<file path="src/tlfd_pkg.sv">
// Package for the typed-length frame deframer.
// Holds the phase and event codes and the result word type; no dependencies.
package tlfd_pkg;

   localparam int unsigned HEADER_BYTES = 3;

   typedef enum logic [2:0] {
      PH_TYPE         = 3'd0,
      PH_LEN_LO       = 3'd1,
      PH_LEN_HI       = 3'd2,
      PH_PAYLOAD      = 3'd3,
      PH_TAIL         = 3'd4,
      PH_DONE_PENDING = 3'd5
   } phase_type;

   typedef enum logic [1:0] {
      EV_DATA = 2'd0,
      EV_DONE = 2'd1,
      EV_DROP = 2'd2
   } event_type;

   typedef struct packed {
      logic [1:0]  event_res;
      logic [7:0]  msg_type;
      logic [7:0]  data_byte;
      logic [15:0] byte_index;
      logic [15:0] frame_length;
   } rsp_word_type;

   // One received byte held in the input register.
   typedef struct packed {
      logic       valid;
      logic [7:0] rx_byte;
   } in_item_type;

   // Result produced by the parser for one processed byte.
   typedef struct packed {
      logic         valid;
      rsp_word_type word;
   } result_type;

endpackage

</file>
<file path="src/tlfd_if.sv">
// Valid/ready channel interfaces of the typed-length frame deframer.
// The request channel carries received bytes, the response channel events.
interface tlfd_req_if;
   logic       valid;
   logic       ready;
   logic [7:0] rx_byte;

   modport source (output valid, output rx_byte, input ready);
   modport sink (input valid, input rx_byte, output ready);
endinterface

interface tlfd_rsp_if;
   logic        valid;
   logic        ready;
   logic [1:0]  event_res;
   logic [7:0]  msg_type;
   logic [7:0]  data_byte;
   logic [15:0] byte_index;
   logic [15:0] frame_length;

   modport source (output valid, output event_res, output msg_type, output data_byte,
                   output byte_index, output frame_length, input ready);
   modport sink (input valid, input event_res, input msg_type, input data_byte,
                 input byte_index, input frame_length, output ready);
endinterface

</file>
<file path="src/tlfd_in_stage.sv">
// Input register of the deframer: takes one word from the request channel.
// Depends on tlfd_pkg and tlfd_req_if.
module tlfd_in_stage (
   input  logic                 clock,
   input  logic                 reset,
   tlfd_req_if.sink             req_chan,
   input  logic                 advance,
   output tlfd_pkg::in_item_type item
);
   import tlfd_pkg::*;

   logic       valid_ff;
   logic       valid_in;
   logic [7:0] byte_ff;
   logic       take;

   // A new word enters whenever the register is empty or drains this cycle.
   assign req_chan.ready = !valid_ff || advance;
   assign take           = req_chan.valid && req_chan.ready;

   always_comb begin
      valid_in = valid_ff;
      if (take) begin
         valid_in = 1'b1;
      end else if (advance) begin
         valid_in = 1'b0;
      end
   end

   always_ff @(posedge clock) begin
      if (reset) begin
         valid_ff <= 1'b0;
      end else begin
         valid_ff <= valid_in;
      end
   end

   always_ff @(posedge clock) begin
      if (take) begin
         byte_ff <= req_chan.rx_byte;
      end
   end

   assign item.valid   = valid_ff;
   assign item.rx_byte = byte_ff;

endmodule

</file>
<file path="src/tlfd_parser.sv">
// Frame parser of the deframer: phase machine, header fields and counters.
// Depends on tlfd_pkg; produces at most one result per processed word.
module tlfd_parser #(
   parameter int unsigned BUFFER_BYTES = 1024,
   parameter int unsigned TAIL_BYTES   = 9
) (
   input  logic                  clock,
   input  logic                  reset,
   input  logic                  step,
   input  logic [7:0]            rx_byte,
   output tlfd_pkg::result_type  result
);
   import tlfd_pkg::*;

   localparam logic [17:0] OVERHEAD  = 18'(HEADER_BYTES + TAIL_BYTES);
   localparam logic [17:0] LIMIT     = 18'(BUFFER_BYTES);
   localparam logic [16:0] TAIL_LEN  = 17'(TAIL_BYTES);
   localparam logic        HAS_TAIL  = (TAIL_BYTES != 0);

   phase_type   phase_ff, phase_in;
   logic [7:0]  type_ff, type_in;
   logic [15:0] len_ff, len_in;
   logic [15:0] count_ff, count_in;

   logic [15:0] len_full;
   logic        oversized;
   logic [16:0] count_next;

   assign len_full   = {rx_byte, len_ff[7:0]};
   assign oversized  = ({2'b00, len_full} + OVERHEAD) > LIMIT;
   assign count_next = {1'b0, count_ff} + 17'd1;

   // Next-state logic
   always_comb begin
      phase_in = phase_ff;
      type_in  = type_ff;
      len_in   = len_ff;
      count_in = count_ff;
      unique case (phase_ff)
         PH_LEN_LO: begin
            len_in   = {8'd0, rx_byte};
            phase_in = PH_LEN_HI;
         end
         PH_LEN_HI: begin
            len_in   = len_full;
            count_in = '0;
            if (oversized) begin
               phase_in = PH_TYPE;
            end else if (len_full != 16'd0) begin
               phase_in = PH_PAYLOAD;
            end else if (!HAS_TAIL) begin
               phase_in = PH_TYPE;
            end else begin
               phase_in = PH_TAIL;
            end
         end
         PH_PAYLOAD: begin
            count_in = count_next[15:0];
            if (count_next >= {1'b0, len_ff}) begin
               if (HAS_TAIL) begin
                  phase_in = PH_TAIL;
                  count_in = '0;
               end else begin
                  phase_in = PH_DONE_PENDING;
               end
            end
         end
         PH_TAIL: begin
            count_in = count_next[15:0];
            if (count_next >= TAIL_LEN) begin
               phase_in = PH_TYPE;
               count_in = '0;
            end
         end
         default: begin
            // Type byte, also taken in the pending phase, whose step gives the frame-done event.
            type_in  = rx_byte;
            phase_in = PH_LEN_LO;
         end
      endcase
   end

   // Output logic
   always_comb begin
      result.valid                = 1'b0;
      result.word.event_res       = EV_DATA;
      result.word.msg_type        = type_ff;
      result.word.data_byte       = 8'd0;
      result.word.byte_index      = 16'd0;
      result.word.frame_length    = len_ff;
      unique case (phase_ff)
         PH_DONE_PENDING: begin
            result.valid          = 1'b1;
            result.word.event_res = EV_DONE;
         end
         PH_LEN_HI: begin
            result.word.frame_length = len_full;
            if (oversized) begin
               result.valid          = 1'b1;
               result.word.event_res = EV_DROP;
            end else if (len_full == 16'd0 && !HAS_TAIL) begin
               result.valid          = 1'b1;
               result.word.event_res = EV_DONE;
            end
         end
         PH_PAYLOAD: begin
            result.valid           = 1'b1;
            result.word.event_res  = EV_DATA;
            result.word.data_byte  = rx_byte;
            result.word.byte_index = count_ff;
         end
         PH_TAIL: begin
            if (count_next >= TAIL_LEN) begin
               result.valid          = 1'b1;
               result.word.event_res = EV_DONE;
            end
         end
         default: begin
            result.valid = 1'b0;
         end
      endcase
   end

   always_ff @(posedge clock) begin
      if (reset) begin
         phase_ff <= PH_TYPE;
         type_ff  <= '0;
         len_ff   <= '0;
         count_ff <= '0;
      end else if (step) begin
         phase_ff <= phase_in;
         type_ff  <= type_in;
         len_ff   <= len_in;
         count_ff <= count_in;
      end
   end

   a_payload_gives_data: assert property (@(posedge clock) disable iff (reset)
      (phase_ff == PH_PAYLOAD) |-> (result.valid && result.word.event_res == EV_DATA))
      else $error("payload word without data event");

   a_tail_only_done: assert property (@(posedge clock) disable iff (reset)
      (phase_ff == PH_TAIL && result.valid) |-> (result.word.event_res == EV_DONE))
      else $error("tail word gave an event other than frame done");

   a_drop_rehunts: assert property (@(posedge clock) disable iff (reset)
      (step && result.valid && result.word.event_res == EV_DROP) |=> (phase_ff == PH_TYPE))
      else $error("drop event not followed by type hunt");

   a_count_bounded: assert property (@(posedge clock) disable iff (reset)
      (phase_ff == PH_PAYLOAD) |-> (count_ff < len_ff))
      else $error("payload counter ran past frame length");

endmodule

</file>
<file path="src/tlfd_out_stage.sv">
// Result register of the deframer: holds one event word for the response channel.
// Depends on tlfd_pkg and tlfd_rsp_if.
module tlfd_out_stage (
   input  logic                 clock,
   input  logic                 reset,
   input  logic                 step,
   input  tlfd_pkg::result_type result,
   tlfd_rsp_if.source           rsp_chan,
   output logic                 free
);
   import tlfd_pkg::*;

   logic         valid_ff;
   logic         valid_in;
   rsp_word_type word_ff;
   logic         load;

   assign free = !valid_ff || rsp_chan.ready;
   assign load = step && result.valid;

   always_comb begin
      valid_in = valid_ff;
      if (load) begin
         valid_in = 1'b1;
      end else if (rsp_chan.ready) begin
         valid_in = 1'b0;
      end
   end

   always_ff @(posedge clock) begin
      if (reset) begin
         valid_ff <= 1'b0;
      end else begin
         valid_ff <= valid_in;
      end
   end

   always_ff @(posedge clock) begin
      if (load) begin
         word_ff <= result.word;
      end
   end

   assign rsp_chan.valid        = valid_ff;
   assign rsp_chan.event_res    = word_ff.event_res;
   assign rsp_chan.msg_type     = word_ff.msg_type;
   assign rsp_chan.data_byte    = word_ff.data_byte;
   assign rsp_chan.byte_index   = word_ff.byte_index;
   assign rsp_chan.frame_length = word_ff.frame_length;

endmodule

</file>
<file path="src/typed_length_frame_deframer_core.sv">
// Typed-length frame deframer: takes one received byte per word and sends
// an event word for each payload byte, each completed frame and each drop.
// Depends on tlfd_pkg, tlfd_if, tlfd_in_stage, tlfd_parser and tlfd_out_stage.
//
// The block accepts one byte every clock cycle while input is not stalled. A
// byte is held in the input register and is parsed while moving into the
// result register, from which its event is offered on the response channel.
// Throughput is set only by the result register: input stalls only while an
// event waits there and the response side is not ready. Frames are a type
// byte, a little-endian 16-bit length, the payload and TAIL_BYTES unchecked
// tail bytes; a header whose total size exceeds BUFFER_BYTES gives a drop
// event and the next byte is taken as a new type byte.
module typed_length_frame_deframer_core #(
   parameter int unsigned BUFFER_BYTES = 1024,
   parameter int unsigned TAIL_BYTES   = 9
) (
   input  logic        clock,
   input  logic        reset,
   tlfd_req_if.sink    req_chan,
   tlfd_rsp_if.source  rsp_chan
);
   import tlfd_pkg::*;

   in_item_type item;
   result_type  result;
   logic        free;
   logic        advance;

   assign advance = item.valid && free;

   tlfd_in_stage u_in_stage (
      .clock    (clock),
      .reset    (reset),
      .req_chan (req_chan),
      .advance  (advance),
      .item     (item)
   );

   tlfd_parser #(
      .BUFFER_BYTES (BUFFER_BYTES),
      .TAIL_BYTES   (TAIL_BYTES)
   ) u_parser (
      .clock   (clock),
      .reset   (reset),
      .step    (advance),
      .rx_byte (item.rx_byte),
      .result  (result)
   );

   tlfd_out_stage u_out_stage (
      .clock    (clock),
      .reset    (reset),
      .step     (advance),
      .result   (result),
      .rsp_chan (rsp_chan),
      .free     (free)
   );

endmodule

</file>
<file path="src/flat_wrapper.sv">
// flat-port wrapper written by rule: the top's interface ports become plain ports
module typed_length_frame_deframer_core_flat import tlfd_pkg::*;
#(
   parameter int unsigned BUFFER_BYTES = 1024,
   parameter int unsigned TAIL_BYTES   = 9
)
  (clock, reset, req_chan_valid, req_chan_rx_byte, req_chan_ready, rsp_chan_valid, rsp_chan_event_res, rsp_chan_msg_type, rsp_chan_data_byte, rsp_chan_byte_index, rsp_chan_frame_length, rsp_chan_ready);
  tlfd_req_if req_chan_i ();
  tlfd_rsp_if rsp_chan_i ();
  input  logic clock;
  input  logic reset;
  input wire logic [$bits(req_chan_i.valid)-1:0] req_chan_valid;
  input wire logic [$bits(req_chan_i.rx_byte)-1:0] req_chan_rx_byte;
  output wire logic [$bits(req_chan_i.ready)-1:0] req_chan_ready;
  output wire logic [$bits(rsp_chan_i.valid)-1:0] rsp_chan_valid;
  output wire logic [$bits(rsp_chan_i.event_res)-1:0] rsp_chan_event_res;
  output wire logic [$bits(rsp_chan_i.msg_type)-1:0] rsp_chan_msg_type;
  output wire logic [$bits(rsp_chan_i.data_byte)-1:0] rsp_chan_data_byte;
  output wire logic [$bits(rsp_chan_i.byte_index)-1:0] rsp_chan_byte_index;
  output wire logic [$bits(rsp_chan_i.frame_length)-1:0] rsp_chan_frame_length;
  input wire logic [$bits(rsp_chan_i.ready)-1:0] rsp_chan_ready;
  assign req_chan_i.valid = req_chan_valid;
  assign req_chan_i.rx_byte = req_chan_rx_byte;
  assign req_chan_ready = req_chan_i.ready;
  assign rsp_chan_valid = rsp_chan_i.valid;
  assign rsp_chan_event_res = rsp_chan_i.event_res;
  assign rsp_chan_msg_type = rsp_chan_i.msg_type;
  assign rsp_chan_data_byte = rsp_chan_i.data_byte;
  assign rsp_chan_byte_index = rsp_chan_i.byte_index;
  assign rsp_chan_frame_length = rsp_chan_i.frame_length;
  assign rsp_chan_i.ready = rsp_chan_ready;
  typed_length_frame_deframer_core #(.BUFFER_BYTES(BUFFER_BYTES), .TAIL_BYTES(TAIL_BYTES)) u_core (.clock(clock), .reset(reset), .req_chan(req_chan_i), .rsp_chan(rsp_chan_i));
endmodule
</file>
<file path="config.mk">
export PLATFORM = sky130hd
export DESIGN_NAME = typed_length_frame_deframer_core_flat
export DESIGN_NICKNAME = d
export VERILOG_FILES = /design/src/tlfd_pkg.sv /design/src/tlfd_if.sv /design/src/tlfd_in_stage.sv /design/src/tlfd_parser.sv /design/src/tlfd_out_stage.sv /design/src/typed_length_frame_deframer_core.sv /design/src/flat_wrapper.sv
export SDC_FILE = /design/constraint.sdc
export NUM_CORES = 1
export LEC_CHECK = 0
export ABC_CLOCK_PERIOD_IN_PS = 4700
export BUFFER_PORTS_ARGS = -buffer_cell sky130_fd_sc_hd__buf_2
export CORE_AREA = 2 2 110 112
export DETAILED_ROUTE_END_ITERATION = 16
export DIE_AREA = 0 0 112 114
export PLACE_DENSITY = 0.63
export RECOVER_POWER = 50
export SYNTH_ARGS = -nofsm -noshare
export SYNTH_HDL_FRONTEND = slang
export SYNTH_SLANG_ARGS = --single-unit
export TNS_END_PERCENT = 100
</file>
<file path="constraint.sdc">
create_clock -name clock -period 4.7 [get_ports clock]
set_clock_uncertainty 0.15 [all_clocks]
set_input_delay 0.94 -clock clock [delete_from_list [all_inputs] [get_ports clock]]
set_output_delay 0.94 -clock clock [all_outputs]
set_load 0.02 [all_outputs]
</file>
==> impl_metrics.env <==
export IMPL_crit_chain="ha_1 > and3_1 > a21boi_0 > or2_2 > ha_1 > a21o_1 > a21oi_1 > o31ai_1 > or3b_2 > a311oi_2 > buf_4 > o21bai_4 > o211ai_1"
export IMPL_nNetsFinal=565
export IMPL_synth_nets=515
export IMPL_grt_pass1_vias=3760
export IMPL_start_util_pct=43.58
export IMPL_dp_cells=674
export IMPL_synth_area_per_cell_um2=10.46
export IMPL_p_per_area_nw_per_um2=318.4
export IMPL_vias=3855
export IMPL_crit_type="reg -> reg"
export IMPL_setup_viol=0
export IMPL_grt_pass1_wl_um=19850
export IMPL_crit_end="u_core.u_parser.count_ff[12]$_SDFFE_PP0P_"
export IMPL_core_area_um2=11710
export IMPL_clk_pin_slew_ns=0.07
export IMPL_crit_buf_inv=1
export IMPL_antenna_found_initial=0
export IMPL_grt_ovfl_total=0
export IMPL_syn_to_final_growth_pct=10.84
export IMPL_reg2reg_depth=13
export IMPL_dp_hpwl_um=8517
export IMPL_drcViolationCount=0
export IMPL_rsz0062_at_grt="no"
export IMPL_max_cap_violations=1
export IMPL_io_pins=64
export IMPL_numCtsBuffers=9
export IMPL_drtAntennaViolNets=0
export IMPL_cts_tree="built"
export IMPL_clk_latency_ns=0.35
export IMPL_fp_dieW_um=112
export IMPL_setup_tns_ns=0
export IMPL_period_share_pct=86.89
export IMPL_multi_input_area_um2=2196
export IMPL_num_rows=40
export IMPL_fin_cells=690
export IMPL_maxSlewHeadroom_pct=-10.42
export IMPL_slowest_delay_ns=0.48
export IMPL_clock_sinks=103
export IMPL_finalPower_mw=1.801
export IMPL_worstPathArrival_ns=4.20
export IMPL_grt_max_degree=51
export IMPL_grtUsageTotal_pct=19.89
export IMPL_path_delay_family="compound AO/OA/AOI/OAI gates"
export IMPL_r2r_start="u_core.u_parser.count_ff[0]$_SDFFE_PP0P_"
export IMPL_startpoint_type="flip-flop"
export IMPL_max_clock_freq_mhz=244.9
export IMPL_worst_pin_slew_ns=1.656
export IMPL_status="finished, violations left"
export IMPL_worstHoldPathType="reg -> reg"
export IMPL_diodes=0
export IMPL_r2r_end="u_core.u_parser.count_ff[12]$_SDFFE_PP0P_"
export IMPL_postLayoutCellArea_um2=5657
export IMPL_drive_gt1_share_pct=10.13
export IMPL_irDropWorstVdd_v=0.0001998
export IMPL_firstDrtPassIters=7
export IMPL_cp_data_required_time_ns=4.81
export IMPL_dieArea_um2=12770
export IMPL_cts_setup_buffers=0
export IMPL_place_port_buffers=63
export IMPL_gp_congestion=0.8692
export IMPL_timing_critical_path_from="u_core.u_parser.count_ff[0]$_SDFFE_PP0P_"
export IMPL_period_minus_slack_ns=4.084
export IMPL_fillers=1116
export IMPL_synth_edf_count=58
export IMPL_cts_root_buf="clkbuf_16"
export IMPL_post_drt_wl_per_cell_um=17.88
export IMPL_netlist_area_um2=5104
export IMPL_power_leakage_nw=1.931
export IMPL_placedInstanceArea_um2=5450
export IMPL_utilization_pct=48.30
export IMPL_async_flop_share_pct=0
export IMPL_ff2ff_setup_slack_ns=0.62
export IMPL_wl_um=12340
export IMPL_slowest_stage="or3b_2"
export IMPL_ys_seq_area_share_pct=51.78
export IMPL_ys_warn_count=0
export IMPL_worst_setup_path_end_kind="flip-flop"
export IMPL_path_common_cell="ha_1"
export IMPL_cts_hold_buf=0
export IMPL_die_h_um=114
export IMPL_whs_ns=0.2840
export IMPL_clk_path_buf_depth=2
export IMPL_hold_viol=0
export IMPL_dp_slack_ns=0.7106
export IMPL_post_cts_resized=0
export IMPL_cp_depth=13
export IMPL_area_sequential_um2=2643
export IMPL_setup_slack_ns=0.6161
export IMPL_violations="capacitance limit, slew limit"
export IMPL_htreeDepth=3
export IMPL_synthCells=488
export IMPL_drt_iter0_drc=244
export IMPL_crit_fanout=8
export IMPL_synth_cell_type_count=66
export IMPL_ys_flop_type="edfxtp_1"
export IMPL_drv_slew=34
export IMPL_ys_ff_latch=103
export IMPL_vias_per_cell=5.587
[cells by family (layout without fill, tap and decap cells)]
| group | count (synthesis) | in the layout | share of synthesized area, % |
|---|---|---|---|
| multiplexers | 8 | 8 | 1.569 |
| AO/OA/AOI/OAI | 100 | 100 | 14.24 |
| XOR/XNOR | 16 | 16 | 3.015 |
| buffers and inverters | 49 | 104 | 5.197 |
| adder cells (fa/ha/maj) | 15 | 15 | 3.677 |
| AND/OR/NAND/NOR | 197 | 197 | 20.52 |
| flip-flops | 103 | 103 | 51.78 |
[Yosys cell counts, types with 8 or more instances]
library cell	number	share of area, %
xnor2_1	11	1.9
edfxtp_1	58	34
inv_1	20	1.5
nor2_1	40	2.9
a21oi_1	17	1.7
o21ai_0	13	1.3
ha_1	15	3.7
mux2i_1	8	1.6
o211ai_1	20	2.9
and2_1	24	2.9
dfxtp_1	45	18
clkbuf_1	14	1.0
nand4_1	8	0.98
a22oi_1	8	1.2
nand2_1	47	3.5
nand3_1	23	2.3
[layout make-up]
cell class,count,area share [%]
clock buffer,9,3.981
clock inverter,7,0.8184
inverter,20,1.327
multi-input combinational,336,38.82
sequential,103,46.72
tap,147,3.251
timing repair buffer,68,5.087
[sequential cells by signal, indices dropped and copies added (netlist names)]
register,flops
u_core.u_parser.len_ff,16
u_core.u_parser.type_ff,8
u_core.u_parser.phase_ff,3
u_core.u_parser.count_ff,16
u_core.u_out_stage.rsp_chan.event_res,2
u_core.u_in_stage.byte_ff,8
u_core.u_out_stage.rsp_chan.msg_type,8
u_core.u_in_stage.valid_ff,1
u_core.u_out_stage.rsp_chan.frame_length,16
u_core.u_out_stage.rsp_chan.valid,1
u_core.u_out_stage.rsp_chan.byte_index,16
u_core.u_out_stage.rsp_chan.data_byte,8
[how the worst min path moves through the flow]
stage,from,endpoint,cells after the start
floorplan,u_core.u_parser.type_ff[0]$_SDFFE_PP0P_,u_core.u_out_stage.rsp_chan.msg_type[0]$_DFFE_PP_,0
global placement,u_core.u_parser.type_ff[3]$_SDFFE_PP0P_,u_core.u_out_stage.rsp_chan.msg_type[3]$_DFFE_PP_,0
detailed placement,u_core.u_parser.type_ff[2]$_SDFFE_PP0P_,u_core.u_out_stage.rsp_chan.msg_type[2]$_DFFE_PP_,0
CTS,u_core.u_parser.type_ff[5]$_SDFFE_PP0P_,u_core.u_out_stage.rsp_chan.msg_type[5]$_DFFE_PP_,0
global route,u_core.u_parser.type_ff[2]$_SDFFE_PP0P_,u_core.u_out_stage.rsp_chan.msg_type[2]$_DFFE_PP_,0
finish,u_core.u_parser.type_ff[1]$_SDFFE_PP0P_,u_core.u_out_stage.rsp_chan.msg_type[1]$_DFFE_PP_,0
[power breakdown]
| group | switching [mW] | internal [mW] | leakage [nW] |
|---|---|---|---|
| logic | 0.0642 | 0.0358 | 0.893 |
| registers | 0.0247 | 0.967 | 0.912 |
| clock network | 0.350 | 0.360 | 0.126 |
| total | 0.439 | 1.36 | 1.93 |
[placed cells by master (no fill, tap or decap), drive strengths merged, types with 9 or more instances in the layout]
cell type and n:
clkbuf 59, edfxtp 58, nand2 47, dfxtp 45, nor2 40, and2 24
nand3 23, inv 22, o211ai 20, buf 18, a21oi 17, ha 15
o21ai 14, xnor2 11, and3 9
[per-layer routing]
metal | routed length (um) | part of all wire, % | vias to the layer above | track usage (%)
met3 | 585 | 4.7 | 7 | 3.454
li1 | - | - | 1882 | -
met1 | 5861 | 47 | 1869 | 27.89
met4 | 101 | 0.82 | 0 | 5.854
met2 | 5790 | 47 | 97 | 31.92
met5 | 0 | 0 | - | 0
[worst reg2reg max path, delay by kind of cell (launching register included)]
kind                       cells  cell delay [ns]
buffers and inverters          1             0.25
adders and majority gates      2             0.63
AOI/OAI and AO/OA              7             1.31
DFF                            1             0.46
and+or+nand+nor                3             1.21
No activity file was read; power rests on OpenSTA's default activity.
